**src/hdl/ecv_pkg.sv**
```systemverilog
// shared types and constants of the euler camera view matrix block
package ecv_pkg;

  localparam int TRIG_ITERATIONS_DEF = 16;
  localparam int BASIS_FRAC_BITS_DEF = 14;

  localparam logic [14:0] FOV_MIN_RESET = 15'd128;
  localparam logic [14:0] FOV_MAX_RESET = 15'd22912;

  localparam int CFG_AW = 3;
  localparam logic REG_FOV_MIN = 1'b0;
  localparam logic REG_FOV_MAX = 1'b1;

  localparam logic [1:0] COL_RIGHT = 2'd0;
  localparam logic [1:0] COL_UP    = 2'd1;
  localparam logic [1:0] COL_FWD   = 2'd2;
  localparam logic [1:0] COL_TRANS = 2'd3;

  localparam logic [16:0] W_ONE = 17'd65536;

  localparam logic [31:0] GAIN_Q30 = 32'd652032875;

  localparam logic [31:0] ATAN_TURNS [24] = '{
    32'h20000000, 32'h12E4051E, 32'h09FB385B, 32'h051111D4, 32'h028B0D43, 32'h0145D7E1,
    32'h00A2F61E, 32'h00517C55, 32'h0028BE53, 32'h00145F2F, 32'h000A2F98, 32'h000517CC,
    32'h00028BE6, 32'h000145F3, 32'h0000A2FA, 32'h0000517D, 32'h000028BE, 32'h0000145F,
    32'h00000A30, 32'h00000518, 32'h0000028C, 32'h00000146, 32'h000000A3, 32'h00000051
  };

  typedef struct packed {
    logic [15:0]        yaw;
    logic [15:0]        pitch;
    logic [15:0]        roll;
    logic signed [31:0] px;
    logic signed [31:0] py;
    logic signed [31:0] pz;
    logic [14:0]        fov;
  } ecv_item_t;

endpackage

```
**src/hdl/ecv_in_if.sv**
```systemverilog
// pose input channel
interface ecv_in_if;
  logic               valid;
  logic               ready;
  logic [15:0]        yaw_angle;
  logic [15:0]        pitch_angle;
  logic [15:0]        roll_angle;
  logic signed [31:0] pos_x;
  logic signed [31:0] pos_y;
  logic signed [31:0] pos_z;
  logic signed [15:0] fov_request;

  modport source (output valid, yaw_angle, pitch_angle, roll_angle, pos_x, pos_y, pos_z,
                  fov_request, input ready);
  modport sink (input valid, yaw_angle, pitch_angle, roll_angle, pos_x, pos_y, pos_z,
                fov_request, output ready);
endinterface

```
**src/hdl/ecv_front.sv**
```systemverilog
// front end: pose intake, fov clamp and two-entry queue
module ecv_front import ecv_pkg::*; (
  input  logic       clk,
  input  logic       rst_n,
  ecv_in_if.sink     in_ch,
  input  logic [14:0] fov_min,
  input  logic [14:0] fov_max,
  output logic       q_valid,
  output ecv_item_t  q_item,
  input  logic       q_pop
);

  ecv_item_t  mem_r [2];
  logic       wp_r, wp_nxt, rp_r, rp_nxt;
  logic [1:0] cnt_r, cnt_nxt;
  logic       push, pop;
  logic signed [16:0] f1, f2;
  ecv_item_t  item;

  assign in_ch.ready = (cnt_r != 2'd2);
  assign push = in_ch.valid && in_ch.ready;
  assign pop  = q_pop && (cnt_r != 2'd0);

  always_comb begin
    f1 = 17'(in_ch.fov_request);
    if (f1 > signed'({2'b00, fov_max})) f1 = signed'({2'b00, fov_max});
    f2 = f1;
    if (f2 < signed'({2'b00, fov_min})) f2 = signed'({2'b00, fov_min});
    item.yaw   = in_ch.yaw_angle;
    item.pitch = in_ch.pitch_angle;
    item.roll  = in_ch.roll_angle;
    item.px    = in_ch.pos_x;
    item.py    = in_ch.pos_y;
    item.pz    = in_ch.pos_z;
    item.fov   = f2[14:0];
  end

  always_comb begin
    wp_nxt  = push ? ~wp_r : wp_r;
    rp_nxt  = pop ? ~rp_r : rp_r;
    cnt_nxt = cnt_r + 2'(push) - 2'(pop);
  end

  always_ff @(posedge clk) begin
    if (!rst_n) begin
      wp_r  <= 1'b0;
      rp_r  <= 1'b0;
      cnt_r <= 2'd0;
    end else begin
      wp_r  <= wp_nxt;
      rp_r  <= rp_nxt;
      cnt_r <= cnt_nxt;
    end
  end

  always_ff @(posedge clk) begin
    if (push) mem_r[wp_r] <= item;
  end

  assign q_valid = (cnt_r != 2'd0);
  assign q_item  = mem_r[rp_r];

endmodule

```
**src/flat_wrapper.sv**
```systemverilog
// flat-port wrapper written by rule: the top's interface ports become plain ports
module ecv_front_flat import ecv_pkg::*;
  (clk, rst_n, fov_min, fov_max, q_valid, q_item, q_pop, in_ch_valid, in_ch_yaw_angle, in_ch_pitch_angle, in_ch_roll_angle, in_ch_pos_x, in_ch_pos_y, in_ch_pos_z, in_ch_fov_request, in_ch_ready);
  ecv_in_if in_ch_i ();
  input  logic clk;
  input  logic rst_n;
  input  logic [14:0] fov_min;
  input  logic [14:0] fov_max;
  output logic q_valid;
  output ecv_item_t q_item;
  input  logic q_pop;
  input wire logic [$bits(in_ch_i.valid)-1:0] in_ch_valid;
  input wire logic [$bits(in_ch_i.yaw_angle)-1:0] in_ch_yaw_angle;
  input wire logic [$bits(in_ch_i.pitch_angle)-1:0] in_ch_pitch_angle;
  input wire logic [$bits(in_ch_i.roll_angle)-1:0] in_ch_roll_angle;
  input wire logic [$bits(in_ch_i.pos_x)-1:0] in_ch_pos_x;
  input wire logic [$bits(in_ch_i.pos_y)-1:0] in_ch_pos_y;
  input wire logic [$bits(in_ch_i.pos_z)-1:0] in_ch_pos_z;
  input wire logic [$bits(in_ch_i.fov_request)-1:0] in_ch_fov_request;
  output wire logic [$bits(in_ch_i.ready)-1:0] in_ch_ready;
  assign in_ch_i.valid = in_ch_valid;
  assign in_ch_i.yaw_angle = in_ch_yaw_angle;
  assign in_ch_i.pitch_angle = in_ch_pitch_angle;
  assign in_ch_i.roll_angle = in_ch_roll_angle;
  assign in_ch_i.pos_x = in_ch_pos_x;
  assign in_ch_i.pos_y = in_ch_pos_y;
  assign in_ch_i.pos_z = in_ch_pos_z;
  assign in_ch_i.fov_request = in_ch_fov_request;
  assign in_ch_ready = in_ch_i.ready;
  ecv_front u_core (.clk(clk), .rst_n(rst_n), .in_ch(in_ch_i), .fov_min(fov_min), .fov_max(fov_max), .q_valid(q_valid), .q_item(q_item), .q_pop(q_pop));
endmodule
```
**config.mk**
```make
export PLATFORM = sky130hd
export DESIGN_NAME = ecv_front_flat
export DESIGN_NICKNAME = d
export VERILOG_FILES = /design/src/hdl/ecv_pkg.sv /design/src/hdl/ecv_in_if.sv /design/src/hdl/ecv_front.sv /design/src/flat_wrapper.sv
export SDC_FILE = /design/constraint.sdc
export NUM_CORES = 1
export LEC_CHECK = 0
export BUFFER_PORTS_ARGS = -buffer_cell sky130_fd_sc_hd__buf_2
export CAP_MARGIN = 10
export CORE_UTILIZATION = 55
export CTS_BUF_LIST = sky130_fd_sc_hd__clkbuf_2 sky130_fd_sc_hd__clkbuf_4 sky130_fd_sc_hd__clkbuf_8
export CTS_CLUSTER_SIZE = 14
export DETAILED_ROUTE_END_ITERATION = 12
export PLACE_DENSITY = 0.83
export SLEW_MARGIN = 20
export SYNTH_ARGS = -nofsm -noshare
export SYNTH_HDL_FRONTEND = slang
export SYNTH_SLANG_ARGS = --single-unit
```
**constraint.sdc**
```tcl
create_clock -name clk -period 23.2 [get_ports clk]
set_input_delay 2.32 -clock clk [delete_from_list [all_inputs] [get_ports clk]]
set_output_delay 2.32 -clock clk [all_outputs]
set_load 0.005 [all_outputs]
```
==> impl_metrics.env, run 1 <==
export IMPL_yosys_warnings=0
export IMPL_layout_cells_most_common="buf_2"
export IMPL_initial_core_util_pct=56.68
export IMPL_postSynthAreaPerCell_um2=19.62
export IMPL_synth_area_um2=12950
export IMPL_status="finished, final reports clean"
export IMPL_finalSetupViolCount=0
export IMPL_slew_headroom_pct=29.02
export IMPL_grt_pass1_wl_um=39180
export IMPL_drc=0
export IMPL_dp_hpwl_um=18720
export IMPL_p_leak_nw=6.337
export IMPL_hold_depth=2
export IMPL_hold_viol_final=0
export IMPL_r2r_start="u_core.cnt_r[0]"
export IMPL_drtPass1Iterations=7
export IMPL_final_nets=1278
export IMPL_final_cell_mix="buf_2 (354), edfxtp_1 (318), mux2_2 (164)"
export IMPL_cts_tree="built"
export IMPL_wl_per_cell_um=19.04
export IMPL_report_final_slew_viol_count=0
export IMPL_ys_types=41
export IMPL_post_route_period_util_pct=30.09
export IMPL_synth_fp_nets=885
export IMPL_cts_resized=0
export IMPL_place_area_um2=15070
export IMPL_synth_cells=660
export IMPL_chipWidth_um=155.4
export IMPL_grt_pass1_vias=7462
export IMPL_hold_path_class="register to register"
export IMPL_reg2reg_slack_ns=20.51
export IMPL_maxCapViolations=0
export IMPL_grt_usage_pct=21.59
export IMPL_criticalPathCategory="input pin to register"
export IMPL_fmax_mhz=143.2
export IMPL_fin_util_pct=70.22
export IMPL_finalClockSkew_ns=0.02006
export IMPL_postSynth_asyncResetShare_pct=0
export IMPL_die_h_um=155.4
export IMPL_rr_worst_depth=5
export IMPL_cts_hold_buf=0
export IMPL_die_area_um2=24160
export IMPL_n_fill_cell=1529
export IMPL_grt_max_degree=81
export IMPL_synth_top_flop_cell="edfxtp_1"
export IMPL_clkTransAtPathRegs_ns=0.06
export IMPL_rsz0062_at_grt="no"
export IMPL_ys_ff_latch=323
export IMPL_fp_row_count=55
export IMPL_final_cells=1409
export IMPL_worst_pin_slew_ns=1.065
export IMPL_postRouteAntennaNets=0
export IMPL_routed_wl_um=26830
export IMPL_antenna_found_initial=7
export IMPL_path_max_fanout=14
export IMPL_clockBufferDepth=3
export IMPL_cts_root_buf="clkbuf_8"
export IMPL_routed_via_density=5.170
export IMPL_place_port_buffers=354
export IMPL_overflow=0
export IMPL_seq_area_frac_synth_pct=74.51
export IMPL_dp_cells=1313
export IMPL_via_count=7285
export IMPL_post_cts_buffers=0
export IMPL_htree_levels=2
export IMPL_synth_edf_count=318
export IMPL_setup_worst_path_start="fov_max[1]"
export IMPL_drtIter0Drc=322
export IMPL_ios=355
export IMPL_hold_ws_ns=0.5684
export IMPL_clk_insertion_delay_late_ns=0.56
export IMPL_crit_required_ns=23.47
export IMPL_worst_setup_path_start_kind="input pin"
export IMPL_fin_area_um2=16040
export IMPL_synthToLayoutAreaGrowth_pct=23.89
export IMPL_critPathCaptureType="register"
export IMPL_core_um2=22850
export IMPL_layout_min_cycle_time_ns=6.981
export IMPL_numCtsBuffers=50
export IMPL_cts_num_sinks=323
export IMPL_drive_above_1_share_pct=58.37
export IMPL_tns_ns=0
export IMPL_globalplace_congestion=0.8383
export IMPL_hold_start="u_core.rp_r"
export IMPL_p_per_area_nw_per_um2=99.33
export IMPL_ir_drop_mv=0.08494
export IMPL_crit_arrival_ns=7.25
export IMPL_r2r_end="u_core.mem_r[0][80]"
==> worst max path at each step <==
stage | to | slack (ns) | cells past startpoint
floorplan | u_core.mem_r[0][0] | 13.50 | 2
detailed placement | u_core.mem_r[0][14] | 15.38 | 15
CTS | u_core.mem_r[1][3] | 15.97 | 16
global placement | u_core.mem_r[0][2] | 15.53 | 16
global route | u_core.mem_r[1][2] | 16.00 | 16
finish | u_core.mem_r[0][14] | 16.22 | 17
==> critical path, stage by stage <==
cell	delay (ns)
buf_2	0.09
inv_1	0.04
ha_1	0.29
nor2b_2	0.14
o211ai_1	0.10
a2111o_1	0.42
a311oi_4	0.59
buf_6	0.26
mux2_2	0.37
ha_1	0.29
a211o_1	0.30
a21oi_2	0.15
o211ai_1	0.13
a221oi_2	0.39
nand2_1	0.15
o311ai_4	0.78
mux2_1	0.42
==> report_power, final <==
group          switching (mW)  internal, mW
combinational           0.192         0.196
sequential             0.0248         0.738
clock                   0.202         0.240
total                   0.419          1.17
==> kinds of logic after synthesis <==
logic type / after synthesis / share of synthesized area, %
flops: 323 / 74.51
fa+ha+maj: 31 / 2.995
compound gates: 30 / 2.019
simple gates: 30 / 1.536
buf+inv: 55 / 1.836
mux: 188 / 16.90
xor+xnor: 3 / 0.2029
==> metal layers <==
layer | routed length, um | part of all wire, % | track usage [%] | vias up
li1 | - | - | - | 3383
met1 | 9879 | 37 | 23.19 | 3556
met2 | 13810 | 51 | 38.59 | 282
met3 | 2323 | 8.7 | 7.660 | 56
met4 | 773 | 2.9 | 8.777 | 8
met5 | 50 | 0.19 | 0 | -
==> per-stage QoR <==
| step | worst slack, ns | power (mW) |
|---|---|---|
| after detailed placement | 15.38 | 1.164 |
| final | 16.22 | 1.594 |
| after floorplan | 13.50 | 1.006 |
| after CTS | 15.97 | 1.610 |
| after global placement | 15.53 | 1.152 |
| after global routing | 16.00 | 1.665 |
==> area by class of cell <==
cell class / instances / area (um2) / area share [%]
diodes: 3 / 7.507 / 0.04679
clock buffers: 72 / 865.8 / 5.397
clock inverters: 20 / 91.34 / 0.5693
inverters: 35 / 131.4 / 0.8188
multi-input cells: 282 / 3075 / 19.17
flip-flops and latches: 323 / 9653 / 60.17
well taps: 313 / 391.6 / 2.441
repair buffers: 361 / 1828 / 11.39
==> cell usage after synthesis, drive strengths merged, types with 2 or more instances <==
cell	count	area, um2
edfxtp	318	9549
mux2	188	2188
inv	35	131.4
ha	31	387.9
clkbuf	17	63.81
a21oi	8	47.55
nand2	8	30.03
dfxtp	5	100.1
a21o	4	30.03
and2	4	25.02
nand4	4	25.02
o21ai	4	20.02
nor2b	3	21.27
o211ai	3	22.52
xnor2	3	26.28
a211o	2	18.77
and3	2	12.51
buf	2	23.77
nand4b	2	38.78
nor2	2	7.510
o21a	2	15.01
==> state kept, by name (all words and copies together) (netlist names), named ones only <==
signal and cells:
u_core.wp_r 1, u_core.rp_r 1, u_core.mem_r 318, u_core.cnt_r 2
No activity file was read; power rests on OpenSTA's default activity.
==> run 2, diff against run 1 <==
--- a/config.mk
+++ b/config.mk
@@ -7,11 +7,11 @@
 export LEC_CHECK = 0
 export BUFFER_PORTS_ARGS = -buffer_cell sky130_fd_sc_hd__buf_2
 export CAP_MARGIN = 10
-export CORE_UTILIZATION = 55
+export CORE_UTILIZATION = 49
 export CTS_BUF_LIST = sky130_fd_sc_hd__clkbuf_2 sky130_fd_sc_hd__clkbuf_4 sky130_fd_sc_hd__clkbuf_8
 export CTS_CLUSTER_SIZE = 14
 export DETAILED_ROUTE_END_ITERATION = 12
-export PLACE_DENSITY = 0.83
+export PLACE_DENSITY = 0.78
 export SLEW_MARGIN = 20
 export SYNTH_ARGS = -nofsm -noshare
 export SYNTH_HDL_FRONTEND = slang
==> constraint.sdc (replaced) <==
create_clock -name clk -period 6.1 [get_ports clk]
set_input_delay 0.61 -clock clk [delete_from_list [all_inputs] [get_ports clk]]
set_output_delay 0.61 -clock clk [all_outputs]
set_load 0.005 [all_outputs]
==> impl_metrics.env, run 2 (same netlist as run 1, synthesis figures left out) <==
export IMPL_setup_ws_ns=1.424
export IMPL_drc=0
export IMPL_drive_above_1_share_pct=58.53
export IMPL_core_um2=25980
export IMPL_drtIter0Drc=427
export IMPL_antenna_found_initial=4
export IMPL_dp_hpwl_um=18610
export IMPL_p_leak_nw=6.336
export IMPL_hold_path_class="input pin to register"
export IMPL_final_cell_mix="buf_2 (354), edfxtp_1 (318), mux2_2 (164)"
export IMPL_worst_pin_slew_ns=0.8995
export IMPL_synthToLayoutAreaGrowth_pct=24.32
export IMPL_reg_top3="u_core.mem_r (318), u_core.cnt_r (2)"
export IMPL_cts_root_buf="clkbuf_8"
export IMPL_slew_headroom_pct=40.03
export IMPL_rsz0062_at_grt="no"
export IMPL_maxCapViolations=0
export IMPL_largest_register_ffs=318
export IMPL_post_route_period_util_pct=76.65
export IMPL_fp_row_count=59
export IMPL_hold_viol_final=0
export IMPL_worst_setup_path_start_kind="input pin"
export IMPL_cts_num_sinks=323
export IMPL_overflow=0
export IMPL_globalplace_congestion=0.8026
export IMPL_cts_tree="built"
export IMPL_path_max_fanout=14
export IMPL_drtPass1Iterations=4
export IMPL_clk_insertion_delay_late_ns=0.55
export IMPL_via_count=7226
export IMPL_clockBufferDepth=3
export IMPL_hold_ws_ns=0.2397
export IMPL_largest_register="u_core.mem_r"
export IMPL_numCtsBuffers=50
export IMPL_power_mw=6.107
export IMPL_p_per_area_nw_per_um2=379.3
export IMPL_routed_via_density=5.064
export IMPL_routed_wl_um=27270
export IMPL_status="finished, final reports clean"
export IMPL_htree_levels=2
export IMPL_crit_required_ns=6.38
export IMPL_die_area_um2=27080
export IMPL_criticalPathCategory="input pin to register"
export IMPL_chipWidth_um=164.6
export IMPL_grt_max_degree=142
export IMPL_wl_per_cell_um=19.11
export IMPL_fin_util_pct=61.96
export IMPL_ir_drop_mv=0.2460
export IMPL_clkTransAtPathRegs_ns=0.06
export IMPL_finalSetupViolCount=0
export IMPL_cts_hold_buf=0
export IMPL_initial_core_util_pct=49.84
export IMPL_tns_ns=0
export IMPL_pre_cts_ws_ns=0.8653
export IMPL_fmax_mhz=213.9
export IMPL_place_port_buffers=354
export IMPL_grt_pass1_wl_um=39550
export IMPL_die_h_um=164.6
export IMPL_report_final_slew_viol_count=0
export IMPL_layout_min_cycle_time_ns=4.676
export IMPL_cts_resized=0
export IMPL_final_nets=1277
export IMPL_post_cts_buffers=0
export IMPL_ios=355
export IMPL_layout_cells_most_common="buf_2"
export IMPL_finalClockSkew_ns=0.01816
export IMPL_grt_pass1_vias=7401
export IMPL_crit_arrival_ns=4.96
export IMPL_critPathCaptureType="register"
export IMPL_grt_usage_pct=19.26
export IMPL_postRouteAntennaNets=0
==> run 2: cell count changes in the layout (fill, tap and decap cells not counted) <==
cell and delta:
buf_12 +3, diode_2 +4, clkbuf_8 -2, inv_8 +1, inv_6 -1, clkbuf_4 -6
buf_4 -3, buf_6 -1, clkinv_2 +4, bufinv_16 +2, clkinv_1 -5
==> run 2: final cells by class <==
cell class	instances	area [um2]
clock inverter	21	155.1
tap	335	419.2
fill	1905	9886
sequential	323	9653
antenna	7	17.52
clock buffer	64	793.3
timing repair buffer	360	1854
multi-input combinational	282	3075
inverter	35	131.4
==> run 2: where the power goes <==
part | switching, mW | total, mW | internal (mW)
logic | 0.702 | 1.45 | 0.752
registers | 0.122 | 2.93 | 2.80
clock network | 0.789 | 1.73 | 0.936
==> run 2: per-layer routing <==
layer	part of all wire (%)	vias up	track usage, %
met5	0	-	0
met4	2.4	0	7.089
met3	9.2	43	6.730
met2	51	284	33.65
met1	37	3511	21.63
li1	-	3388	-
==> run 2: path summary, 6_finish.rpt <==
path	start	endpoint	slack, ns	depth (start not counted)
min	in_ch_pitch_angle[14]	u_core.mem_r[0][141]	0.24	1
max reg2reg	u_core.cnt_r[0]	u_core.mem_r[0][116]	3.76	5
max	fov_max[1]	u_core.mem_r[0][3]	1.42	18
min reg2reg	u_core.rp_r	register	0.53	2
==> run 2: metrics by stage <==
stage	cells	instance area, um2
detailed placement	1335	15130
CTS	1420	16080
finish	1427	16100
floorplan	660	12950
global placement	1335	15130
global route	1422	16090
==> run 2: critical path: stages <==
cell and delay [ns]:
buf_2 0.09, inv_1 0.04, ha_1 0.29, nor2b_2 0.13, o211ai_1 0.12, a2111o_1 0.42, a311oi_4 0.31, buf_4 0.25
mux2_2 0.37, ha_1 0.29, a211o_1 0.30, a21oi_2 0.15, o211ai_1 0.13, a221oi_2 0.40, nand2_1 0.15, o311ai_4 0.22
buf_4 0.30, mux2_1 0.37
